===== src/rtl/fpff_pkg.sv =====
// Package with the shared widths, codes and control structures of the partition allocator.
`default_nettype none
package fpff_pkg;

    localparam int MAX_PARTITIONS_DEF = 16;

    localparam int OP_W     = 1;
    localparam int ID_W     = 8;
    localparam int SIZE_W   = 16;
    localparam int STATUS_W = 2;
    localparam int PIDX_W   = 4;

    localparam logic [OP_W-1:0] OP_LOAD  = 1'b0;
    localparam logic [OP_W-1:0] OP_ALLOC = 1'b1;

    localparam logic [STATUS_W-1:0] ST_LOADED  = 2'd0;
    localparam logic [STATUS_W-1:0] ST_GRANTED = 2'd1;
    localparam logic [STATUS_W-1:0] ST_NOFIT   = 2'd2;
    localparam logic [STATUS_W-1:0] ST_REJECT  = 2'd3;

    typedef struct packed {
        logic take;
        logic scan_en;
        logic push;
    } cmd_t;

    typedef struct packed {
        logic need_scan;
        logic hit;
        logic miss;
    } sts_t;

endpackage
`default_nettype wire


===== src/rtl/fpff_ram.sv =====
// Generic single-write, single-read RAM with registered read data.
`default_nettype none
module fpff_ram #(
    parameter int WIDTH = 8,
    parameter int DEPTH = 16,
    parameter int ADDR_W = (DEPTH > 1) ? $clog2(DEPTH) : 1
) (
    input  wire logic              clk,
    input  wire logic              wr_en,
    input  wire logic [ADDR_W-1:0] wr_addr,
    input  wire logic [WIDTH-1:0]  wr_data,
    input  wire logic [ADDR_W-1:0] rd_addr,
    output logic      [WIDTH-1:0]  rd_data
);

    logic [WIDTH-1:0] mem [0:DEPTH-1];

    always_ff @(posedge clk)
    begin
        if (wr_en)
        begin
            mem[wr_addr] <= wr_data;
        end
        rd_data <= mem[rd_addr];
    end

endmodule
`default_nettype wire


===== src/rtl/fpff_ctrl.sv =====
// Controller state machine sequencing accept, scan and result transfer.
`default_nettype none
module fpff_ctrl (
    input  wire logic          clk,
    input  wire logic          rst_n,
    input  wire logic          in_valid,
    output logic               in_stall,
    output logic               out_valid,
    input  wire logic          out_stall,
    input  wire fpff_pkg::sts_t sts,
    output fpff_pkg::cmd_t     cmd
);

    typedef enum logic [1:0] {
        S_IDLE,
        S_SCAN,
        S_HOLD
    } state_t;

    state_t state_reg;
    state_t state_next;
    logic   out_valid_reg;
    logic   out_valid_next;
    logic   slot_free;

    always_comb
    begin
        slot_free   = !out_valid_reg || !out_stall;
        cmd.take    = (state_reg == S_IDLE) && in_valid;
        cmd.scan_en = (state_reg == S_SCAN);
        cmd.push    = (state_reg == S_HOLD) && slot_free;

        state_next = state_reg;
        case (state_reg)
            S_IDLE:
            begin
                if (cmd.take)
                begin
                    state_next = sts.need_scan ? S_SCAN : S_HOLD;
                end
            end
            S_SCAN:
            begin
                if (sts.hit || sts.miss)
                begin
                    state_next = S_HOLD;
                end
            end
            S_HOLD:
            begin
                if (slot_free)
                begin
                    state_next = S_IDLE;
                end
            end
            default:
            begin
                state_next = S_IDLE;
            end
        endcase

        out_valid_next = out_valid_reg;
        if (cmd.push)
        begin
            out_valid_next = 1'b1;
        end
        else if (!out_stall)
        begin
            out_valid_next = 1'b0;
        end
    end

    always_ff @(posedge clk or negedge rst_n)
    begin
        if (!rst_n)
        begin
            state_reg     <= S_IDLE;
            out_valid_reg <= 1'b0;
        end
        else
        begin
            state_reg     <= state_next;
            out_valid_reg <= out_valid_next;
        end
    end

    assign in_stall  = (state_reg != S_IDLE);
    assign out_valid = out_valid_reg;

endmodule
`default_nettype wire


===== src/rtl/fpff_datapath.sv =====
// Datapath holding the partition table, the scan pointer and the result registers.
`default_nettype none
module fpff_datapath #(
    parameter int MAX_PARTITIONS = fpff_pkg::MAX_PARTITIONS_DEF
) (
    input  wire logic                          clk,
    input  wire logic                          rst_n,
    input  wire fpff_pkg::cmd_t                cmd,
    output fpff_pkg::sts_t                     sts,
    input  wire logic [fpff_pkg::OP_W-1:0]     op,
    input  wire logic [fpff_pkg::ID_W-1:0]     item_id,
    input  wire logic [fpff_pkg::SIZE_W-1:0]   size,
    output logic      [fpff_pkg::STATUS_W-1:0] status,
    output logic      [fpff_pkg::ID_W-1:0]     partition_id,
    output logic      [fpff_pkg::PIDX_W-1:0]   partition_index
);

    localparam int CNT_W     = $clog2(MAX_PARTITIONS + 1);
    localparam int IDX_W     = (MAX_PARTITIONS > 1) ? $clog2(MAX_PARTITIONS) : 1;
    localparam int ENTRY_W   = fpff_pkg::ID_W + fpff_pkg::SIZE_W;
    localparam int IDX_PAD_W = IDX_W + fpff_pkg::PIDX_W;
    localparam logic [CNT_W-1:0] CNT_MAX = CNT_W'(MAX_PARTITIONS);

    logic [CNT_W-1:0]              count_reg;
    logic [CNT_W-1:0]              count_next;
    logic [MAX_PARTITIONS-1:0]     busy_reg;
    logic [MAX_PARTITIONS-1:0]     busy_next;
    logic [CNT_W-1:0]              scan_reg;
    logic [CNT_W-1:0]              scan_next;
    logic                          pend_reg;
    logic                          pend_next;
    logic [IDX_W-1:0]              chk_reg;
    logic [IDX_W-1:0]              chk_next;
    logic [fpff_pkg::SIZE_W-1:0]   req_size_reg;
    logic [fpff_pkg::SIZE_W-1:0]   req_size_next;
    logic [fpff_pkg::STATUS_W-1:0] res_status_reg;
    logic [fpff_pkg::STATUS_W-1:0] res_status_next;
    logic [fpff_pkg::ID_W-1:0]     res_id_reg;
    logic [fpff_pkg::ID_W-1:0]     res_id_next;
    logic [IDX_W-1:0]              res_idx_reg;
    logic [IDX_W-1:0]              res_idx_next;
    logic [fpff_pkg::STATUS_W-1:0] out_status_reg;
    logic [fpff_pkg::STATUS_W-1:0] out_status_next;
    logic [fpff_pkg::ID_W-1:0]     out_id_reg;
    logic [fpff_pkg::ID_W-1:0]     out_id_next;
    logic [fpff_pkg::PIDX_W-1:0]   out_idx_reg;
    logic [fpff_pkg::PIDX_W-1:0]   out_idx_next;

    logic                          wr_en;
    logic [ENTRY_W-1:0]            wr_data;
    logic [ENTRY_W-1:0]            rd_data;
    logic [fpff_pkg::ID_W-1:0]     rd_id;
    logic [fpff_pkg::SIZE_W-1:0]   rd_size;
    logic                          issue;
    logic                          fit;
    logic [IDX_PAD_W-1:0]          idx_pad;

    // The table keeps partition id and size side by side in one word.
    fpff_ram #(
        .WIDTH (ENTRY_W),
        .DEPTH (MAX_PARTITIONS),
        .ADDR_W(IDX_W)
    ) u_table (
        .clk    (clk),
        .wr_en  (wr_en),
        .wr_addr(count_reg[IDX_W-1:0]),
        .wr_data(wr_data),
        .rd_addr(scan_reg[IDX_W-1:0]),
        .rd_data(rd_data)
    );

    always_comb
    begin
        wr_en   = cmd.take && (op == fpff_pkg::OP_LOAD) && (count_reg != CNT_MAX);
        wr_data = {item_id, size};
        rd_id   = rd_data[ENTRY_W-1 -: fpff_pkg::ID_W];
        rd_size = rd_data[fpff_pkg::SIZE_W-1:0];
        issue   = (scan_reg < count_reg);
        fit     = !busy_reg[chk_reg] && (rd_size >= req_size_reg);
        idx_pad = IDX_PAD_W'(res_idx_reg);

        sts.need_scan = (op == fpff_pkg::OP_ALLOC) && (item_id != '0);
        sts.hit       = pend_reg && fit;
        sts.miss      = !pend_reg && !issue;

        count_next      = count_reg;
        busy_next       = busy_reg;
        scan_next       = scan_reg;
        pend_next       = pend_reg;
        chk_next        = chk_reg;
        req_size_next   = req_size_reg;
        res_status_next = res_status_reg;
        res_id_next     = res_id_reg;
        res_idx_next    = res_idx_reg;
        out_status_next = out_status_reg;
        out_id_next     = out_id_reg;
        out_idx_next    = out_idx_reg;

        if (cmd.take)
        begin
            if (op == fpff_pkg::OP_LOAD)
            begin
                if (count_reg != CNT_MAX)
                begin
                    busy_next[count_reg[IDX_W-1:0]] = 1'b0;
                    count_next      = count_reg + CNT_W'(1);
                    res_status_next = fpff_pkg::ST_LOADED;
                    res_id_next     = item_id;
                    res_idx_next    = count_reg[IDX_W-1:0];
                end
                else
                begin
                    res_status_next = fpff_pkg::ST_REJECT;
                    res_id_next     = '0;
                    res_idx_next    = '0;
                end
            end
            else if (item_id == '0)
            begin
                res_status_next = fpff_pkg::ST_REJECT;
                res_id_next     = '0;
                res_idx_next    = '0;
            end
            else
            begin
                req_size_next = size;
                scan_next     = '0;
                pend_next     = 1'b0;
            end
        end

        // One table entry is read per cycle; its data is checked in the next cycle.
        if (cmd.scan_en)
        begin
            if (sts.hit)
            begin
                busy_next[chk_reg] = 1'b1;
                pend_next          = 1'b0;
                res_status_next    = fpff_pkg::ST_GRANTED;
                res_id_next        = rd_id;
                res_idx_next       = chk_reg;
            end
            else
            begin
                if (sts.miss)
                begin
                    res_status_next = fpff_pkg::ST_NOFIT;
                    res_id_next     = '0;
                    res_idx_next    = '0;
                end
                pend_next = issue;
                chk_next  = scan_reg[IDX_W-1:0];
                if (issue)
                begin
                    scan_next = scan_reg + CNT_W'(1);
                end
            end
        end

        if (cmd.push)
        begin
            out_status_next = res_status_reg;
            out_id_next     = res_id_reg;
            out_idx_next    = idx_pad[fpff_pkg::PIDX_W-1:0];
        end
    end

    always_ff @(posedge clk or negedge rst_n)
    begin
        if (!rst_n)
        begin
            count_reg <= '0;
            busy_reg  <= '0;
            scan_reg  <= '0;
            pend_reg  <= 1'b0;
        end
        else
        begin
            count_reg <= count_next;
            busy_reg  <= busy_next;
            scan_reg  <= scan_next;
            pend_reg  <= pend_next;
        end
    end

    always_ff @(posedge clk)
    begin
        chk_reg        <= chk_next;
        req_size_reg   <= req_size_next;
        res_status_reg <= res_status_next;
        res_id_reg     <= res_id_next;
        res_idx_reg    <= res_idx_next;
        out_status_reg <= out_status_next;
        out_id_reg     <= out_id_next;
        out_idx_reg    <= out_idx_next;
    end

    assign status          = out_status_reg;
    assign partition_id    = out_id_reg;
    assign partition_index = out_idx_reg;

endmodule
`default_nettype wire


===== src/rtl/fixed_partition_first_fit_top.sv =====
// Top level of the first-fit fixed partition allocator.
// The block takes one item at a time and gives one result per item. A load appends a
// partition to the table, and a rejected item goes straight to its result. An allocate
// request reads the table one entry per cycle from a single RAM read port until the
// first free partition that is large enough, or until the end of the table when nothing
// fits. A finished result waits in an output register until it is transferred.
// Partition id and size sit in a RAM; the free flags are flip-flops.
`default_nettype none
module fixed_partition_first_fit_top #(
    parameter int MAX_PARTITIONS = fpff_pkg::MAX_PARTITIONS_DEF
) (
    input  wire logic                          clk,
    input  wire logic                          rst_n,
    input  wire logic                          in_valid,
    output logic                               in_stall,
    input  wire logic [fpff_pkg::OP_W-1:0]     op,
    input  wire logic [fpff_pkg::ID_W-1:0]     item_id,
    input  wire logic [fpff_pkg::SIZE_W-1:0]   size,
    output logic                               out_valid,
    input  wire logic                          out_stall,
    output logic      [fpff_pkg::STATUS_W-1:0] status,
    output logic      [fpff_pkg::ID_W-1:0]     partition_id,
    output logic      [fpff_pkg::PIDX_W-1:0]   partition_index
);

    fpff_pkg::cmd_t cmd;
    fpff_pkg::sts_t sts;

    fpff_ctrl u_ctrl (
        .clk      (clk),
        .rst_n    (rst_n),
        .in_valid (in_valid),
        .in_stall (in_stall),
        .out_valid(out_valid),
        .out_stall(out_stall),
        .sts      (sts),
        .cmd      (cmd)
    );

    fpff_datapath #(
        .MAX_PARTITIONS(MAX_PARTITIONS)
    ) u_datapath (
        .clk            (clk),
        .rst_n          (rst_n),
        .cmd            (cmd),
        .sts            (sts),
        .op             (op),
        .item_id        (item_id),
        .size           (size),
        .status         (status),
        .partition_id   (partition_id),
        .partition_index(partition_index)
    );

endmodule
`default_nettype wire


===== config.mk =====
export PLATFORM = sky130hd
export DESIGN_NAME = fixed_partition_first_fit_top
export DESIGN_NICKNAME = d
export VERILOG_FILES = /design/src/rtl/fpff_pkg.sv /design/src/rtl/fpff_ram.sv /design/src/rtl/fpff_ctrl.sv /design/src/rtl/fpff_datapath.sv /design/src/rtl/fixed_partition_first_fit_top.sv
export SDC_FILE = /design/constraint.sdc
export NUM_CORES = 1
export LEC_CHECK = 0
export BUFFER_PORTS_ARGS = -buffer_cell sky130_fd_sc_hd__buf_4
export CAP_MARGIN = 0
export CORE_MARGIN = 1.5
export CORE_UTILIZATION = 32
export CTS_CLUSTER_SIZE = 20
export DETAILED_ROUTE_END_ITERATION = 6
export GPL_ROUTABILITY_DRIVEN = 0
export SYNTH_ARGS = -nofsm -noshare
export SYNTH_HDL_FRONTEND = slang
export SYNTH_SLANG_ARGS = --single-unit
export TNS_END_PERCENT = 1

===== constraint.sdc =====
create_clock -name clk -period 5.4 [get_ports clk]
set_clock_uncertainty 0.05 [all_clocks]
set_input_delay 1.08 -clock clk [delete_from_list [all_inputs] [get_ports clk]]
set_output_delay 1.08 -clock clk [all_outputs]
set_load 0.03 [all_outputs]

* After elaboration in Yosys (flattened, before gate mapping)
Memory sizes are Yosys's and may differ from the RTL's. A register that Yosys moved wholly into a read port is not among the register bits.
Index checks and enable logic that the tools add are counted.
** Operators by class
- Div/mod/pow operators :: 0
- $lt $le $gt $ge :: 6
- $add $sub $neg :: 2
- Shifts and indexed selects :: 0
- Equal/unequal tests :: 8
- Bitwise logic cells :: 6
- $mul :: 0
- Multiplexer cells :: 52
- Reduce and logical (&&, ||, !) cells :: 28
** Operators by type and width (count)
- $mux 16 :: 5
- $mux 8 :: 7
- $mux 5 :: 6
- $mux 4 :: 7
- $mux 2 :: 11
- $and 16x16->16 :: 1
- $ge 16x16->1 :: 1
- $not 16->16 :: 1
- $or 16x16->16 :: 1
- $mux 1 :: 12
- $reduce_and 3->1 :: 4
- $add 5x1->5 const B :: 2
- $logic_and 1x1->1 :: 10
- $lt 4x5->1 const B :: 2
- $demux 1 s4 :: 2
- $ge 4x1->1 const B :: 2
- $logic_not 8->1 :: 1
- $ne 2x1->1 const B :: 4
- $reduce_bool 8->1 :: 1
- $pmux 2 s3 :: 1
- $reduce_bool 2->1 :: 3
- $logic_not 1->1 :: 5
- $lt 5x5->1 :: 1
- $ne 5x5->1 const B :: 1
- 8 further kinds :: 11
** Storage, ports and cells
- Flip-flop bits (word level) :: 78
- Bits in latches :: 0
- Output and inout bits :: 16
- Memories kept :: 1
- Memory bits (writable) :: 384
- Word-level logic and storage cells :: 117
- ROM bits :: 0
** Memory list
- u_datapath.u_table.mem :: words 16, width 24, rd ports 1, clocked after Yosys merged registers in 1, wr ports 1, line fpff_ram.sv:16 : logic [WIDTH-1:0] mem [0:DEPTH-1];

* Longest topological paths before layout
Gate-level depths: netlist of the first run.
- Depth after elaboration :: 12
- Mapped depth :: 10
- Gate-level depth less buffers :: 8

* Modules after synthesis
Synthesis of the first run repeated with hierarchy kept, for this count alone.
** Second synthesis, totals
- Cell total of the unflattened synthesis :: 962
- Area, all modules :: 18754.2 µm²
** Modules (own cells, without submodules)
- fpff_ram :: seq. area each 12011.5 µm², area an instance 14930.6 µm², cells each 636, times used 1
- fpff_datapath :: seq. area each 1976.9 µm², area an instance 3653.5 µm², cells each 307, times used 1
- fpff_ctrl :: seq. area each 75.1 µm², area an instance 170.2 µm², cells each 19, times used 1

* Least setup slack after synthesis of the first run
OpenSTA, ideal clock, no wires.
- Path type :: input -> register
- Start :: input port in_valid
- End :: memory u_datapath.u_table.mem[3][0] (netlist bit) (enable)
- Path slack :: 2.225 ns
- Buffers on the path :: 1
- Arrival :: 2.742 ns
- Cell stages on the path :: 4
- Cell sequence :: or3b_2 > a311oi_1 > buf_2 > and3_1
** Between the ends
- Word-level cells in the longest chain between the ends :: 5
** Ends and longest elaborated chain
- start: declaration :: line fixed_partition_first_fit_top.sv:14 : input wire logic in_valid,
- $logic_and 1x1->1 :: line fpff_ctrl.sv:29 : cmd.take = (state_reg == S_IDLE) && in_valid;
- $logic_and 1x1->1 (2 in a row) :: line fpff_datapath.sv:74 : wr_en = cmd.take && (op == fpff_pkg::OP_LOAD) && (count_reg != CNT_MAX);
- $mux 1 :: line fpff_ram.sv:20 : if (wr_en)
- $mux 1 (implied by the code) :: line fpff_ram.sv:22 : mem[wr_addr] <= wr_data;
- end: declaration :: line fpff_ram.sv:16
Every way passes these cells.

* Worst setup path after layout of the first run
- Start :: register u_datapath.req_size_reg[15] (netlist bit)
- End :: register u_datapath.res_id_reg[1] (netlist bit)
** Between the ends
- Word-level cells in the longest chain between the ends :: 5
** Ends and longest elaborated chain
- start: declaration :: line fpff_datapath.sv:34 : logic [fpff_pkg::SIZE_W-1:0] req_size_reg;
- start signal: assignment :: line fpff_datapath.sv:189 : req_size_reg <= req_size_next;
- $ge 16x16->1 :: line fpff_datapath.sv:79 : fit = !busy_reg[chk_reg] && (rd_size >= req_size_reg);
- $logic_and 1x1->1 :: line fpff_datapath.sv:79
- $logic_and 1x1->1 :: line fpff_datapath.sv:83 : sts.hit = pend_reg && fit;
- $mux 8 :: line fpff_datapath.sv:135 : if (sts.hit)
- $mux 8 :: line fpff_datapath.sv:133 : if (cmd.scan_en)
- via u_datapath.res_id_next, one bit :: line fpff_datapath.sv:39 : logic [fpff_pkg::ID_W-1:0] res_id_next;
- end signal: assignment :: line fpff_datapath.sv:191 : res_id_reg <= res_id_next;
- end: declaration :: line fpff_datapath.sv:38 : logic [fpff_pkg::ID_W-1:0] res_id_reg;
The timed path passes the listed nets, and every way through them passes these cells.
A chain may end at the register's enable or synchronous reset.

==> results of run 1 <==
[final timing paths]
path	start	endpoint	slack (ps)	cells past startpoint
min reg2reg	u_datapath.res_id_reg[5]	u_datapath.partition_id[5]	380	0
min	u_datapath.res_id_reg[5]	u_datapath.partition_id[5]	380	0
max reg2reg	u_datapath.req_size_reg[15]	u_datapath.res_id_reg[1]	2200	9
max	u_datapath.req_size_reg[15]	u_datapath.res_id_reg[1]	2200	9
max in group asynchronous	rst_n	u_datapath.scan_reg[1]	4580	1
min in group asynchronous	rst_n	u_ctrl.out_valid	390	1
[worst max-delay path: cells and delay by family, from the launching register on]
kind / cells / cell delay (ps)
and+or+nand+nor: 4 / 1390
AOI/OAI and AO/OA: 2 / 610
adders and majority gates: 1 / 340
DFF: 1 / 330
buffers and inverters: 2 / 330
[routing by layer]
| layer | GRT usage | part of all wire |
|---|---|---|
| met5 | 0 | 0 |
| met4 | 0.0457 | 0.025 |
| met3 | 0.0212 | 0.038 |
| met2 | 0.214 | 0.49 |
| met1 | 0.183 | 0.45 |
[power by group through the flow]
| stage | clock network [W] | logic (W) | registers [W] |
|---|---|---|---|
| floorplan | 0 | 0.00167 | 0.00476 |
| global placement | 0 | 0.00219 | 0.00491 |
| detailed placement | 0 | 0.00222 | 0.00491 |
| CTS | 0.00340 | 0.00223 | 0.00484 |
| global route | 0.00354 | 0.00237 | 0.00488 |
| finish | 0.00333 | 0.00219 | 0.00483 |
[layout make-up]
| cell class | count | area (um2) | share of cell area |
|---|---|---|---|
| Clock buffer | 71 | 1420 | 0.0660 |
| Inverter | 40 | 150 | 0.00695 |
| Tap cell | 765 | 957 | 0.0443 |
| Multi-Input combinational cell | 340 | 4390 | 0.203 |
| Sequential cell | 486 | 14100 | 0.652 |
| Timing Repair Buffer | 57 | 440 | 0.0204 |
| Clock inverter | 19 | 159 | 0.00736 |
[per-stage QoR]
stage,utilization,instances
6_report,0.373,1778
3_5_place_dp,0.345,1688
3_3_place_gp,0.345,1688
2_1_floorplan,-,909
4_1_cts,0.373,1778
5_1_grt,0.373,1778
[placed cells by master, fill, tap and decap left out, types with 3 or more instances in the layout]
cell type / instances
edfxtp_1: 418
mux4_2: 122
buf_4: 56
clkbuf_16: 53
inv_1: 40
dfxtp_1: 38
nand2_1: 31
dfrtp_1: 27
ha_1: 25
clkbuf_1: 15
nand3_1: 14
o31ai_1: 13
o22ai_1: 13
a22oi_1: 11
and2_2: 11
clkinv_2: 11
a21oi_1: 10
nor2_1: 9
mux2i_1: 9
nand2b_1: 7
nor2b_1: 5
nor3_2: 4
o21ai_0: 4
nand4_1: 4
xnor2_1: 4
o21a_1: 3
a21o_1: 3
nand2_2: 3
and3_2: 3
clkbuf_8: 3
clkinv_1: 3
[kinds of logic after synthesis]
logic type,count (synthesis),share of synthesized area
AO/OA/AOI/OAI,71,0.0298
XOR/XNOR,4,0.00186
adder cells (fa/ha/maj),25,0.0166
buffers and inverters,83,0.0196
flip-flops,486,0.748
multiplexers,131,0.151
AND/OR/NAND/NOR,109,0.0328
==> impl_metrics.json, run 1 <==
{
  "pre_cts_ws_ps": 1830,
  "final_layout_size_suffix_gt1_frac": 0.286,
  "grt_pass1_wl_mm": 59.5,
  "grt_antenna_before_repair": 0,
  "gr-usage-all-layers": 0.133,
  "drv_slew": 0,
  "synth.area.top_cells": "edfxtp_1 (67%), mux4_2 (15%), dfxtp_1 (4.0%)",
  "pwr-share-comb": 0.211,
  "p_seq_frac": 0.467,
  "clkLatencyLatePin_ps": 580,
  "synth_area_leader_cell": "edfxtp_1",
  "netlist_instances": 909,
  "worstPathRequired_ps": 5780,
  "finalWorstSetupSlack_ps": 2200,
  "dieArea_um2": 60200,
  "largest_reg_flops": 384,
  "cp_slowest_cell": "or4b_4",
  "die_h_um": 245,
  "yosys-top-cells-count": "edfxtp_1 (418), mux4_2 (122), inv_1 (40)",
  "crit_arrival_ps": 3580,
  "max-cap-violations": 0,
  "placementRows": 88,
  "fillers": 5296,
  "max_stage_delay_ps": 520,
  "clkPwrFrac": 0.322,
  "leakage_nw": 7.02,
  "synth_top_area_frac": 0.668,
  "hold_viol": 0,
  "final.setup.tns_ps": 0,
  "rsz0062_at_grt": "no",
  "worst_pin_slew_ps": 915,
  "cts_root_buf": "clkbuf_16",
  "crit_type": "flip-flop to flip-flop",
  "sw_frac_of_total": 0.274,
  "clk_pin_slew_worst_paths_ps": 60,
  "crit_path_cell_trace": "inv_1, ha_1, nand4_2, nor3_2, or4b_4, a31oi_4, buf_4, and2_1, o31ai_1",
  "synth_nets": 963,
  "p_switching_w": 0.00284,
  "synthDistinctLibCells": 58,
  "drt_pass1_iterations": 4,
  "ir_worst_vdd_mv": 0.220,
  "drc_errors": 0,
  "diodes": 0,
  "async_flop_share": 0.0617,
  "cp-end-kind": "flip-flop",
  "layout_min_cycle_time_ps": 3200,
  "clockBufferDepth": 3,
  "synth.most_common_cell": "edfxtp_1",
  "stdcell_area_um2": 21600,
  "ctsResizeCount": 0,
  "initial_utilization": 0.324,
  "yosysSeqAreaShare": 0.748,
  "status": "finished, final reports clean",
  "ctsHoldBuffers": 0,
  "cts_tree": "done",
  "pwr_density_cell_nw_per_um2": 479,
  "timing.hold.ws_ps": 384,
  "reg.largest.list": "u_datapath.u_table.mem x384, u_datapath.u_table.rd_data x24",
  "synth_top_flop_cell": "edfxtp_1",
  "htree_levels": 2,
  "avgRoutedWirePerCell_um": 21.9,
  "crit_path_start_kind": "flip-flop",
  "drtIter0Drc": 722,
  "postPlaceCellArea_um2": 20000,
  "grt_max_degree": 38,
  "synth_edf_count": 418,
  "cts_buffers": 50,
  "crit_fanout": 13,
  "postCtsSetupRepairBufs": 0,
  "clock.fmax_mhz": 313,
  "power_w": 0.0103,
  "place_hpwl_mm": 22.5,
  "io-pin-count": 45,
  "setup_violations": 0,
  "syn_to_final_growth_pct": 14.9,
  "routed_via_density": 4.88,
  "intPower_w": 0.00751,
  "port-buffer-count": 44,
  "ys_seq_elements": 486,
  "die_w_um": 245,
  "netlist_area_um2": 18800,
  "worstHoldPathType": "flip-flop to flip-flop",
  "routed_wl_mm": 39.0,
  "clock-sinks": 486,
  "slew_headroom": 0.390,
  "finalCritPeriodShare": 0.592,
  "grt_pass1_vias": 9080,
  "synth_warnings": 0,
  "nets": 1029,
  "syn_avg_cell_area_um2": 20.7,
  "overflow": 0,
  "largest-register": "u_datapath.u_table.mem",
  "postRouteAntennaNets": 0,
  "num_vias": 8684,
  "core_area_um2": 57900
}
(Power assumes the default switching activity.)
==> run 2, diff against run 1 <==
clock period = 2.8 ns   (was 5.4 ns; I/O delays follow)
==> run 2 against run 1 <==
- worst hold slack lost 190 ps
- wire length is 4.1% higher
- clock power rose by 110%
- setup slack got worse by 2000 ps
- global-route usage up 0.40 points
- maximum frequency is 21% higher
- sequential power is 89% higher
- critical endpoint is now u_datapath.res_idx_reg[0]
- largest cell class unchanged
==> impl_metrics.json, run 2 (same netlist as run 1, synthesis figures left out) <==
{
  "regArea_um2": 14100,
  "hold_viol": 0,
  "top_usage_layer": "met2",
  "dieArea_um2": 60200,
  "avgRoutedWirePerCell_um": 22.5,
  "die_w_um": 245,
  "reg2regPathDepth": 8,
  "layout_commonest_cell": "edfxtp_1",
  "clock-sinks": 486,
  "postCtsSetupRepairBufs": 0,
  "final_layout_size_suffix_gt1_frac": 0.318,
  "largest_reg_flops": 384,
  "timing.hold.ws_ps": 196,
  "pwr_density_cell_nw_per_um2": 924,
  "leakage_nw": 7.32,
  "grt_antenna_before_repair": 0,
  "cts_buffers": 48,
  "grt_max_degree": 66,
  "largest-register": "u_datapath.u_table.mem",
  "grt_use_met2": 0.232,
  "rsz0062_at_grt": "no",
  "slew_headroom": 0.527,
  "status": "finished, final reports clean",
  "drt_pass1_iterations": 5,
  "io-pin-count": 45,
  "syn_to_final_growth_pct": 18.1,
  "cts_root_buf": "clkbuf_16",
  "worstHoldPathType": "input pin to flip-flop",
  "reg2reg_from": "u_datapath.req_size_reg[15]",
  "crit_path_start_kind": "flip-flop",
  "place_hpwl_mm": 22.9,
  "num_vias": 8883,
  "power_w": 0.0205,
  "initial_utilization": 0.324,
  "overflow": 0,
  "drtIter0Drc": 730,
  "holdPathStages": 3,
  "min_to": "u_ctrl.out_valid",
  "drv_slew": 0,
  "cts_tree": "done",
  "diodes": 0,
  "rr_endpoint": "u_datapath.res_idx_reg[0]",
  "reg.largest.list": "u_datapath.u_table.mem x384, u_datapath.u_table.rd_data x24",
  "fillers": 5260,
  "worst_pin_slew_ps": 709,
  "htree_levels": 2,
  "setup_violations": 0,
  "crit_type": "flip-flop to flip-flop",
  "drc_errors": 0,
  "routed_wl_mm": 40.6,
  "r2r_setup_slack_ps": 150,
  "die_h_um": 245,
  "grt_pass1_wl_mm": 61.3,
  "grt_pass1_vias": 9392,
  "cp-end-kind": "flip-flop",
  "clockBufferDepth": 3,
  "port-buffer-count": 44,
  "worstPathRequired_ps": 3180,
  "placementRows": 88,
  "clkLatencyLatePin_ps": 560,
  "crit_fanout": 12,
  "gr-usage-all-layers": 0.137,
  "nets": 1058,
  "ir_worst_vdd_mv": 0.466,
  "max-cap-violations": 0,
  "clock.fmax_mhz": 378,
  "grt.met1_usage": 0.184,
  "postRouteAntennaNets": 0,
  "worstHoldStart": "out_stall",
  "met3_usage": 0.0203,
  "core_area_um2": 57900,
  "crit_arrival_ps": 3020,
  "routed_via_density": 4.91,
  "finalCritPeriodShare": 0.945,
  "layout_min_cycle_time_ps": 2650,
  "most-common-layout-cells": "edfxtp_1 (418), mux4_2 (122), buf_4 (67), clkbuf_16 (50), inv_1 (40)",
  "multiInputGateArea_um2": 4390,
  "clk_pin_slew_worst_paths_ps": 60
}
[run 2: cell types whose count changed in the layout (fill, tap and decap cells not counted)]
| cell | change |
|---|---|
| buf_12 | +19 |
| buf_4 | +11 |
| clkbuf_1 | -11 |
| bufinv_16 | +6 |
| clkbuf_16 | -3 |
| clkbuf_8 | +3 |
| clkinv_2 | +3 |
| inv_6 | +2 |
| a2111oi_0 | -1 |
| a2111oi_2 | +1 |
| clkinv_8 | -1 |
| clkinvlp_4 | +1 |
| dlygate4sd3_1 | +1 |
[run 2: cell type report]
class / count / share of cell area
Sequential cell: 486 / 0.634
Clock inverter: 30 / 0.0163
Tap cell: 765 / 0.0431
Multi-Input combinational cell: 340 / 0.198
Clock buffer: 60 / 0.0608
Inverter: 40 / 0.00676
Timing Repair Buffer: 88 / 0.0411
[run 2: per-stage QoR]
stage                      util  TNS (ps)  worst slack [ps]  cells  area [um2]
after floorplan               -         0               145    909       18800
after global placement    0.353      -237             -36.1   1718       20500
after detailed placement  0.353      -822             -62.7   1718       20500
after CTS                 0.383         0              38.5   1809       22200
after global routing      0.383         0              15.0   1809       22200
final                     0.383         0               154   1809       22200
[run 2: repair_timing]
item                                   CTS  global route
setup endpoints to repair               21            12
endpoints found under the hold margin   30             0
hold buffers                             1             0
resized for setup                        1             1
[run 2: power by group]
group | switching, W | internal [W] | leakage, nW
sequential | 0.000458 | 0.00868 | 4.43
combinational | 0.00231 | 0.00220 | 2.03
clock | 0.00270 | 0.00416 | 0.850
[run 2: worst max-delay path by stage]
stage / slack [ps] / to / startpoint
floorplan: 140 / u_datapath.u_table.mem[3][0] / in_valid
global placement: -40 / u_datapath.scan_reg[0] / u_datapath.req_size_reg[0]
detailed placement: -60 / u_datapath.scan_reg[3] / u_datapath.req_size_reg[0]
CTS: 40 / u_datapath.res_idx_reg[0] / u_datapath.req_size_reg[0]
global route: 20 / u_datapath.res_id_reg[1] / u_datapath.req_size_reg[15]
finish: 150 / u_datapath.res_idx_reg[0] / u_datapath.req_size_reg[15]
[run 2: worst max-delay path, cell delays in order (launching register included)]
cell	delay, ps
edfxtp_1	330
inv_1	40
ha_1	330
nand4_2	140
nor3_2	210
or4b_4	530
a31oi_4	270
and2_1	450
o31ai_1	170
[run 2: metal layers]
layer,vias to the layer above,share of wire,wire [um]
li1,3905,-,-
met1,4733,0.43,17700
met2,196,0.51,20600
met3,49,0.041,1670
met4,0,0.018,738
met5,-,0,0
